===== src/sv/chained_hash_integer_set_core_assert.svh =====
// ----------------------------------------------------------------------------
// Assertion macros for the chained hash integer set
// Concurrent checks clocked on clk_i and disabled while rst_ni is low.
// ----------------------------------------------------------------------------
`ifndef CHAINED_HASH_INTEGER_SET_CORE_ASSERT_SVH
`define CHAINED_HASH_INTEGER_SET_CORE_ASSERT_SVH
`ifndef ASSERT_OFF
`define CHIS_ASSERT(lbl, prop, msg) \
  lbl: assert property (@(posedge clk_i) disable iff (!rst_ni) (prop)) else $error(msg);
`define CHIS_ASSERT_NEXT(lbl, pre, post, msg) \
  lbl: assert property (@(posedge clk_i) disable iff (!rst_ni) (pre) |=> (post)) \
    else $error(msg);
`else
`define CHIS_ASSERT(lbl, prop, msg)
`define CHIS_ASSERT_NEXT(lbl, pre, post, msg)
`endif
`endif


===== src/sv/chis_pkg.sv =====
// ----------------------------------------------------------------------------
// Chained hash integer set package
// Shared widths, codes, controller states and command/status structures.
// ----------------------------------------------------------------------------
`timescale 1ns / 1ps
`default_nettype none
package chis_pkg;

  localparam int KEY_W   = 32;
  localparam int CFG_W   = 9;
  localparam int COUNT_W = 11;
  localparam int DIV_STEPS_W = 5;

  localparam logic [CFG_W-1:0] CFG_RESET = 9'd256;

  localparam logic [1:0] MODE_CONTAINS = 2'd0;
  localparam logic [1:0] MODE_ADD      = 2'd1;
  localparam logic [1:0] MODE_REMOVE   = 2'd2;
  localparam logic [1:0] MODE_NOP      = 2'd3;

  typedef enum logic [3:0] {
    ST_IDLE,
    ST_DIV,
    ST_HEAD_RD,
    ST_HEAD_CAP,
    ST_NODE_RD,
    ST_NODE_CHK,
    ST_DECIDE,
    ST_FS_RD,
    ST_FS_CAP,
    ST_ADD_WR,
    ST_REM_WR,
    ST_FINISH
  } chis_state_e;

  typedef struct packed {
    logic load;
    logic div_step;
    logic head_cap;
    logic node_cap;
    logic fs_rd;
    logic fs_cap;
    logic alloc_fresh;
    logic pool_full;
    logic add_wr;
    logic rem_wr;
    logic out_load;
  } chis_cmd_t;

  typedef struct packed {
    logic       div_last;
    logic       walk_ok;
    logic       key_match;
    logic       found;
    logic       free_avail;
    logic       fresh_avail;
    logic       out_free;
    logic [1:0] mode;
  } chis_sts_t;

endpackage
`default_nettype wire


===== src/sv/chis_ctrl.sv =====
// ----------------------------------------------------------------------------
// Chained hash integer set controller
// Sequences division, chain walk, allocation and chain update per request.
// ----------------------------------------------------------------------------
`timescale 1ns / 1ps
`default_nettype none
module chis_ctrl (
  input  wire logic                clk_i,
  input  wire logic                rst_ni,
  input  wire logic                in_valid_i,
  output      logic                in_stall_o,
  input  wire chis_pkg::chis_sts_t sts_i,
  output      chis_pkg::chis_cmd_t cmd_o
);
  import chis_pkg::*;

  chis_state_e state_q, state_d;

  always_ff @(posedge clk_i or negedge rst_ni) begin
    if (!rst_ni) begin
      state_q <= ST_IDLE;
    end else begin
      state_q <= state_d;
    end
  end

  always_comb begin
    state_d = state_q;
    unique case (state_q)
      ST_IDLE:     if (in_valid_i) state_d = ST_DIV;
      ST_DIV:      if (sts_i.div_last) state_d = ST_HEAD_RD;
      ST_HEAD_RD:  state_d = ST_HEAD_CAP;
      ST_HEAD_CAP: state_d = ST_NODE_RD;
      ST_NODE_RD:  state_d = sts_i.walk_ok ? ST_NODE_CHK : ST_DECIDE;
      ST_NODE_CHK: state_d = sts_i.key_match ? ST_DECIDE : ST_NODE_RD;
      ST_DECIDE: begin
        state_d = ST_FINISH;
        if (sts_i.mode == MODE_ADD && !sts_i.found) begin
          if (sts_i.free_avail) begin
            state_d = ST_FS_RD;
          end else if (sts_i.fresh_avail) begin
            state_d = ST_ADD_WR;
          end
        end else if (sts_i.mode == MODE_REMOVE && sts_i.found) begin
          state_d = ST_REM_WR;
        end
      end
      ST_FS_RD:    state_d = ST_FS_CAP;
      ST_FS_CAP:   state_d = ST_ADD_WR;
      ST_ADD_WR:   state_d = ST_FINISH;
      ST_REM_WR:   state_d = ST_FINISH;
      ST_FINISH:   if (sts_i.out_free) state_d = ST_IDLE;
      default:     state_d = ST_IDLE;
    endcase
  end

  always_comb begin
    cmd_o      = '0;
    in_stall_o = 1'b1;
    unique case (state_q)
      ST_IDLE: begin
        in_stall_o = 1'b0;
        cmd_o.load = in_valid_i;
      end
      ST_DIV:      cmd_o.div_step = 1'b1;
      ST_HEAD_CAP: cmd_o.head_cap = 1'b1;
      ST_NODE_CHK: cmd_o.node_cap = 1'b1;
      ST_DECIDE: begin
        if (sts_i.mode == MODE_ADD && !sts_i.found && !sts_i.free_avail) begin
          cmd_o.alloc_fresh = sts_i.fresh_avail;
          cmd_o.pool_full   = !sts_i.fresh_avail;
        end
      end
      ST_FS_RD:    cmd_o.fs_rd = 1'b1;
      ST_FS_CAP:   cmd_o.fs_cap = 1'b1;
      ST_ADD_WR:   cmd_o.add_wr = 1'b1;
      ST_REM_WR:   cmd_o.rem_wr = 1'b1;
      ST_FINISH:   cmd_o.out_load = sts_i.out_free;
      default:     cmd_o = '0;
    endcase
  end

endmodule
`default_nettype wire


===== config.mk =====
export PLATFORM = sky130hd
export DESIGN_NAME = chis_ctrl
export DESIGN_NICKNAME = d
export VERILOG_FILES = /design/src/sv/chained_hash_integer_set_core_assert.svh /design/src/sv/chis_pkg.sv /design/src/sv/chis_ctrl.sv
export SDC_FILE = /design/constraint.sdc
export NUM_CORES = 1
export LEC_CHECK = 0
export ABC_AREA = 1
export CORE_AREA = 2 2 39 41
export DETAILED_ROUTE_END_ITERATION = 6
export DIE_AREA = 0 0 41 43
export DONT_BUFFER_PORTS = 1
export GPL_TIMING_DRIVEN = 0
export PLACE_DENSITY = 0.42
export SETUP_SLACK_MARGIN = 0.4
export SLEW_MARGIN = 20
export SYNTH_ARGS = -nofsm -noshare
export SYNTH_HDL_FRONTEND = slang
export SYNTH_SLANG_ARGS = --single-unit

===== constraint.sdc =====
create_clock -name clk_i -period 1.5 [get_ports clk_i]
set_input_delay 0.075 -clock clk_i [delete_from_list [all_inputs] [get_ports clk_i]]
set_output_delay 0.075 -clock clk_i [all_outputs]
set_load 0.03 [all_outputs]

Word-level counts from Yosys, hierarchy flattened
Index checks and enable logic that the tools add are counted.
{"block": "totals", "register_bits": 4, "latch_bits": 0, "mem_bits_rw": 0, "romBits": 0, "inputBits": 12, "output_inout_bits": 12, "memories": 0}
{"block": "classes", "n_addsub": 0, "n_mul": 0, "n_div": 0, "magnitude_cmp": 0, "eq_ne": 16, "n_shift": 0, "muxes": 22, "n_bitwise": 0, "reduce_logical": 9}
{"cell": "4-bit one-hot mux with 11 select lines", "n": 1}
{"cell": "4-bit two-way mux", "n": 5}
{"cell": "4-bit by 3-bit equality test with 1-bit output, second input constant", "n": 4}
{"cell": "4-bit equality test, second input constant", "n": 4}
{"cell": "1-bit two-way mux", "n": 11}
{"cell": "2-bit two-way mux", "n": 5}
{"cell": "4-bit by 2-bit equality test with 1-bit output, second input constant", "n": 2}
{"cell": "2-bit != test, second input constant", "n": 3}
{"cell": "4-bit by 1-bit equality test with 1-bit output, second input constant", "n": 1}
{"cell": "4-bit logical NOT", "n": 1}
{"cell": "1-bit logical AND", "n": 3}
{"cell": "1-bit logical NOT", "n": 3}
{"cell": "3-bit AND reduction", "n": 1}
{"cell": "2-bit by 1-bit equality test with 1-bit output, second input constant", "n": 1}
{"cell": "2-bit equality test, second input constant", "n": 1}
{"cell": "2-bit OR reduction", "n": 1}

Longest topological paths before layout
{"block": "depth", "ltp_word": 5, "depth_mapped": 8, "mapped_depth_nobuf": 8}

Worst setup path after synthesis
No wires, ideal clock.
{"block": "synth_timing", "kind": "register to output", "startpoint": "register state_q[2]", "endpoint": "output cmd_o[0] in the netlist's numbering", "arrival_ps": 1358, "setup_slack_ps": 67, "path_stages_with_launch": 4, "path_cell_list": "dfrtp_1 -> nor2_2 -> inv_1 -> nor3_1"}
{"element": "start: declaration", "line": "chis_ctrl.sv:17", "text": "chis_state_e state_q, state_d;"}
{"element": "start signal: assignment", "line": "chis_ctrl.sv:23", "text": "state_q <= state_d;"}
{"element": "end: declaration", "line": "chis_ctrl.sv:13", "text": "output chis_pkg::chis_cmd_t cmd_o"}

==> impl_results.rst <==
.. list-table::
   :header-rows: 1

   * - Metric
     - Value
   * - Run status
     - finished clean
   * - Sum of net half-perimeters after detailed placement
     - 861 µm
   * - Num ports
     - 24
   * - Reg2Reg Capture Point
     - state_q[0]$_DFFE_PN0P_
   * - Area of combinational cells with multiple inputs
     - between 400 and 500 µm²
   * - Number of pins exceeding their max-slew limit in the final report
     - 0
   * - Per-instance average area after synthesis
     - between 5 and 6 µm²
   * - Sequential cell area
     - about 100 µm²
   * - Slew at the pin with the worst max-slew slack
     - 0.483 ns
   * - Slack of the critical path
     - approximately 0.071 ns
   * - Total power per unit cell area
     - slightly above 2000 mW/mm²
   * - Routed vias/inst
     - around 4.8
   * - Die outline height
     - ~43 µm
   * - Starting density of the core
     - a little over 30%
   * - Total number of placement rows
     - 14
   * - Final Hold Viols
     - 0
   * - Arrival time at the worst endpoint
     - between 1 and 1.5 ns
   * - Min-Delay Path Class
     - primary input to async pin
   * - Post-Route M1 WL
     - 492 µm
   * - Category of the worst setup path launch point
     - flop
   * - Pin count of the biggest net entering global routing
     - 9
   * - Count of buffers inserted at the top-level ports
     - 0
   * - Number of max-capacitance violations reported
     - 0
   * - Synthesis-stage register bit count
     - 4
   * - Layout Skew
     - ~0.00025 ns
   * - Share of the yosys chip area belonging to registers
     - approximately a quarter
   * - Global-route wire length before repair
     - 1800 µm
   * - Shortest period the worst path allows
     - 1.43 ns
   * - Clock Pin Slew Worst Setup and Hold Paths
     - about 0.040 ns
   * - Clock tree from TritonCTS
     - built
   * - Maximum root-to-sink buffer count
     - 2
   * - Flip-flop count of the largest register after layout
     - 4
   * - Portion of synthesized cell area occupied by the leading cell type
     - approximately a quarter
   * - Netlist area before placement
     - approximately 420 µm²
   * - Largest registers
     - state_q: 4 flops
   * - Routed met3 length
     - about 46 µm
   * - Count of yosys warnings during synthesis
     - 0
   * - Reg with most FFs
     - state_q
   * - Worst reg2reg setup slack
     - about 0.08 ns
   * - Net count after synthesis
     - 85
   * - Length of routed met2 wiring
     - ~710 µm
   * - Sink Count
     - 4
   * - Length of the first detailed-routing pass in iterations
     - 4
   * - Worst-case reg-to-reg path depth
     - 9
   * - Grt ovf
     - 0
   * - Average wire per cell in the routed design
     - 11.7 µm
   * - Clk Latency, worst-skew pair
     - approximately 0.23 ns
   * - Detailed Route Iter0 Violations
     - 9
   * - Core area
     - between 0.001 and 0.0015 mm²
   * - Path type of the worst setup path
     - flop to output port
   * - Antenna violations before repair
     - 0
   * - Portion of the clock cycle consumed by the worst path in the final layout
     - about 95%
   * - Overall Power
     - 1580 µW
   * - FF-to-FF Start
     - state_q[2]$_DFFE_PN0P_
   * - Final setup violating endpoints
     - 0
   * - Routed via count
     - 512
   * - Worst VDD drop
     - between 700 and 800 µV
   * - Crit Path Max Fanout
     - 4
   * - Post-Layout Inst Area
     - 762 µm²
   * - Number of global-route vias before repair
     - 463
   * - Share of post-route cells with drive strength above 1
     - between 50% and 60%
   * - Level count of the clock H-tree
     - 1
   * - Count of non-filler cells in the finished layout
     - 107
   * - Worst-case setup slack after placement
     - approximately 0.15 ns
   * - Net total in the final layout
     - around 110
   * - Leakage dissipation
     - approximately 0.00037 µW
   * - Total routing usage reported by global routing
     - between 15 and 20%
   * - Category of the worst setup path capture point
     - output port
   * - Biggest area consumer among synthesized cells
     - sky130_fd_sc_hd__dfrtp_1
   * - Routed Antenna Nets
     - 0
   * - Floorplan die width
     - 41 µm
   * - Antenna fix cells
     - 0
   * - Unrepaired setup endpoints after global routing
     - true
   * - Die area
     - approximately 0.0018 mm²
   * - Global placement routability congestion
     - between 0.6 and 0.7
   * - Critical Path RT
     - 1.42 ns
   * - Number of buffers inserted during clock tree synthesis
     - 3
   * - Highest routing layer actually used
     - met3
   * - Placed Instances
     - between 80 and 90
   * - Instance count of the mapped netlist
     - 73
   * - Filler Cells Inserted
     - around 140
   * - Area added between synthesis and finish
     - 81.3%
   * - Clock Root Buffer
     - sky130_fd_sc_hd__clkbuf_4
   * - Max_slew headroom
     - between 60% and 70%
   * - F_max
     - between 600 and 700 MHz
   * - Count of unique library cells instantiated by Yosys
     - 16
   * - DR DRC count
     - 0
   * - Post-DP Area
     - around 470 µm²
   * - Total Wirelength
     - between 1000 and 1500 µm
   * - Top post-synthesis cells by area
     - sky130_fd_sc_hd__dfrtp_1 (24%), sky130_fd_sc_hd__nand2_1 (17%), sky130_fd_sc_hd__inv_1 (13%), sky130_fd_sc_hd__nor2_1 (13%), sky130_fd_sc_hd__nor2_2 (7.4%)
==> synth_stat cells (all sizes together) <==
cell,count
o221ai,1
nor3,1
a21oi,1
o211ai,1
nand2,20
nand3,4
dfrtp,4
inv,16
nand3b,1
nand4,1
nor4,1
nor2,20
o21ai,2
==> routing by layer <==
metal / GRT usage (%) / vias up
li1: - / 259
met1: 17.2 / 239
met2: 27.2 / 14
met3: 1.57 / 0
met4: 8.00 / 0
met5: 0 / -
==> layout make-up <==
cell class / count / area share, %
clock buffers: 3 / 2.96
multi-input cells: 53 / 53.5
well taps: 16 / 2.63
repair buffers: 15 / 18.2
flip-flops and latches: 4 / 13.5
inverters: 16 / 9.20
==> cell usage in the layout, fill, tap and decap left out, drive strengths merged <==
cell type,n
nor2,20
nand2,20
inv,16
buf,14
nand3,4
dfrtp,4
clkbuf,3
o21ai,2
nor4,1
nor3,1
nand4,1
nand3b,1
a21oi,1
o211ai,1
o221ai,1
dlygate4sd3,1
==> worst max-delay path: stages, from the launching register on <==
cell                      delay, ns
sky130_fd_sc_hd__dfrtp_2       0.43
sky130_fd_sc_hd__buf_4         0.15
sky130_fd_sc_hd__nor2_4        0.13
sky130_fd_sc_hd__inv_4         0.07
sky130_fd_sc_hd__nor3_4        0.33
==> kinds of logic (layout without fill, tap and decap cells) <==
family,Yosys count,in the layout,synth area share [%]
buf+inv,16,34,14.3
compound gates,5,5,7.44
flops,4,4,23.8
simple gates,48,48,54.5
==> where the power goes <==
part	total [µW]	internal [µW]	switching, µW
logic	1210	475	734
clock network	134	89.5	44.7
registers	237	162	75.6
==> metrics by stage <==
step,setup TNS [ns],hold WS [ns],utilization [%]
2_1_floorplan,0,-0.221,-
5_1_grt,0,0.117,55.1
4_1_cts,-0.0133,0.105,49.5
6_report,0,0.110,55.1
3_3_place_gp,0,-0.221,34.3
3_5_place_dp,0,-0.220,34.3
==> repair_timing <==
action / CTS / global route
gates resized for setup: 29 / 11
buffers inserted: 10 / 4
pin swaps: 9 / 9
hold buffers: 1 / 0
setup endpoints to repair: 15 / 16
hold endpoints to repair: 4 / 0
==> worst max-delay path by stage <==
stage | start | to | slack [ns]
after floorplan | state_q[3]$_DFFE_PN0P_ | state_q[1]$_DFFE_PN0P_ | 0.27
after global placement | state_q[0]$_DFFE_PN0P_ | cmd_o[3] | 0.15
after detailed placement | state_q[3]$_DFFE_PN0P_ | state_q[0]$_DFFE_PN0P_ | 0.15
after CTS | state_q[3]$_DFFE_PN0P_ | cmd_o[3] | -0.01
after global routing | state_q[2]$_DFFE_PN0P_ | state_q[0]$_DFFE_PN0P_ | 0.01
final | state_q[2]$_DFFE_PN0P_ | cmd_o[0] | 0.07
Power figures use the tool's default switching activity.
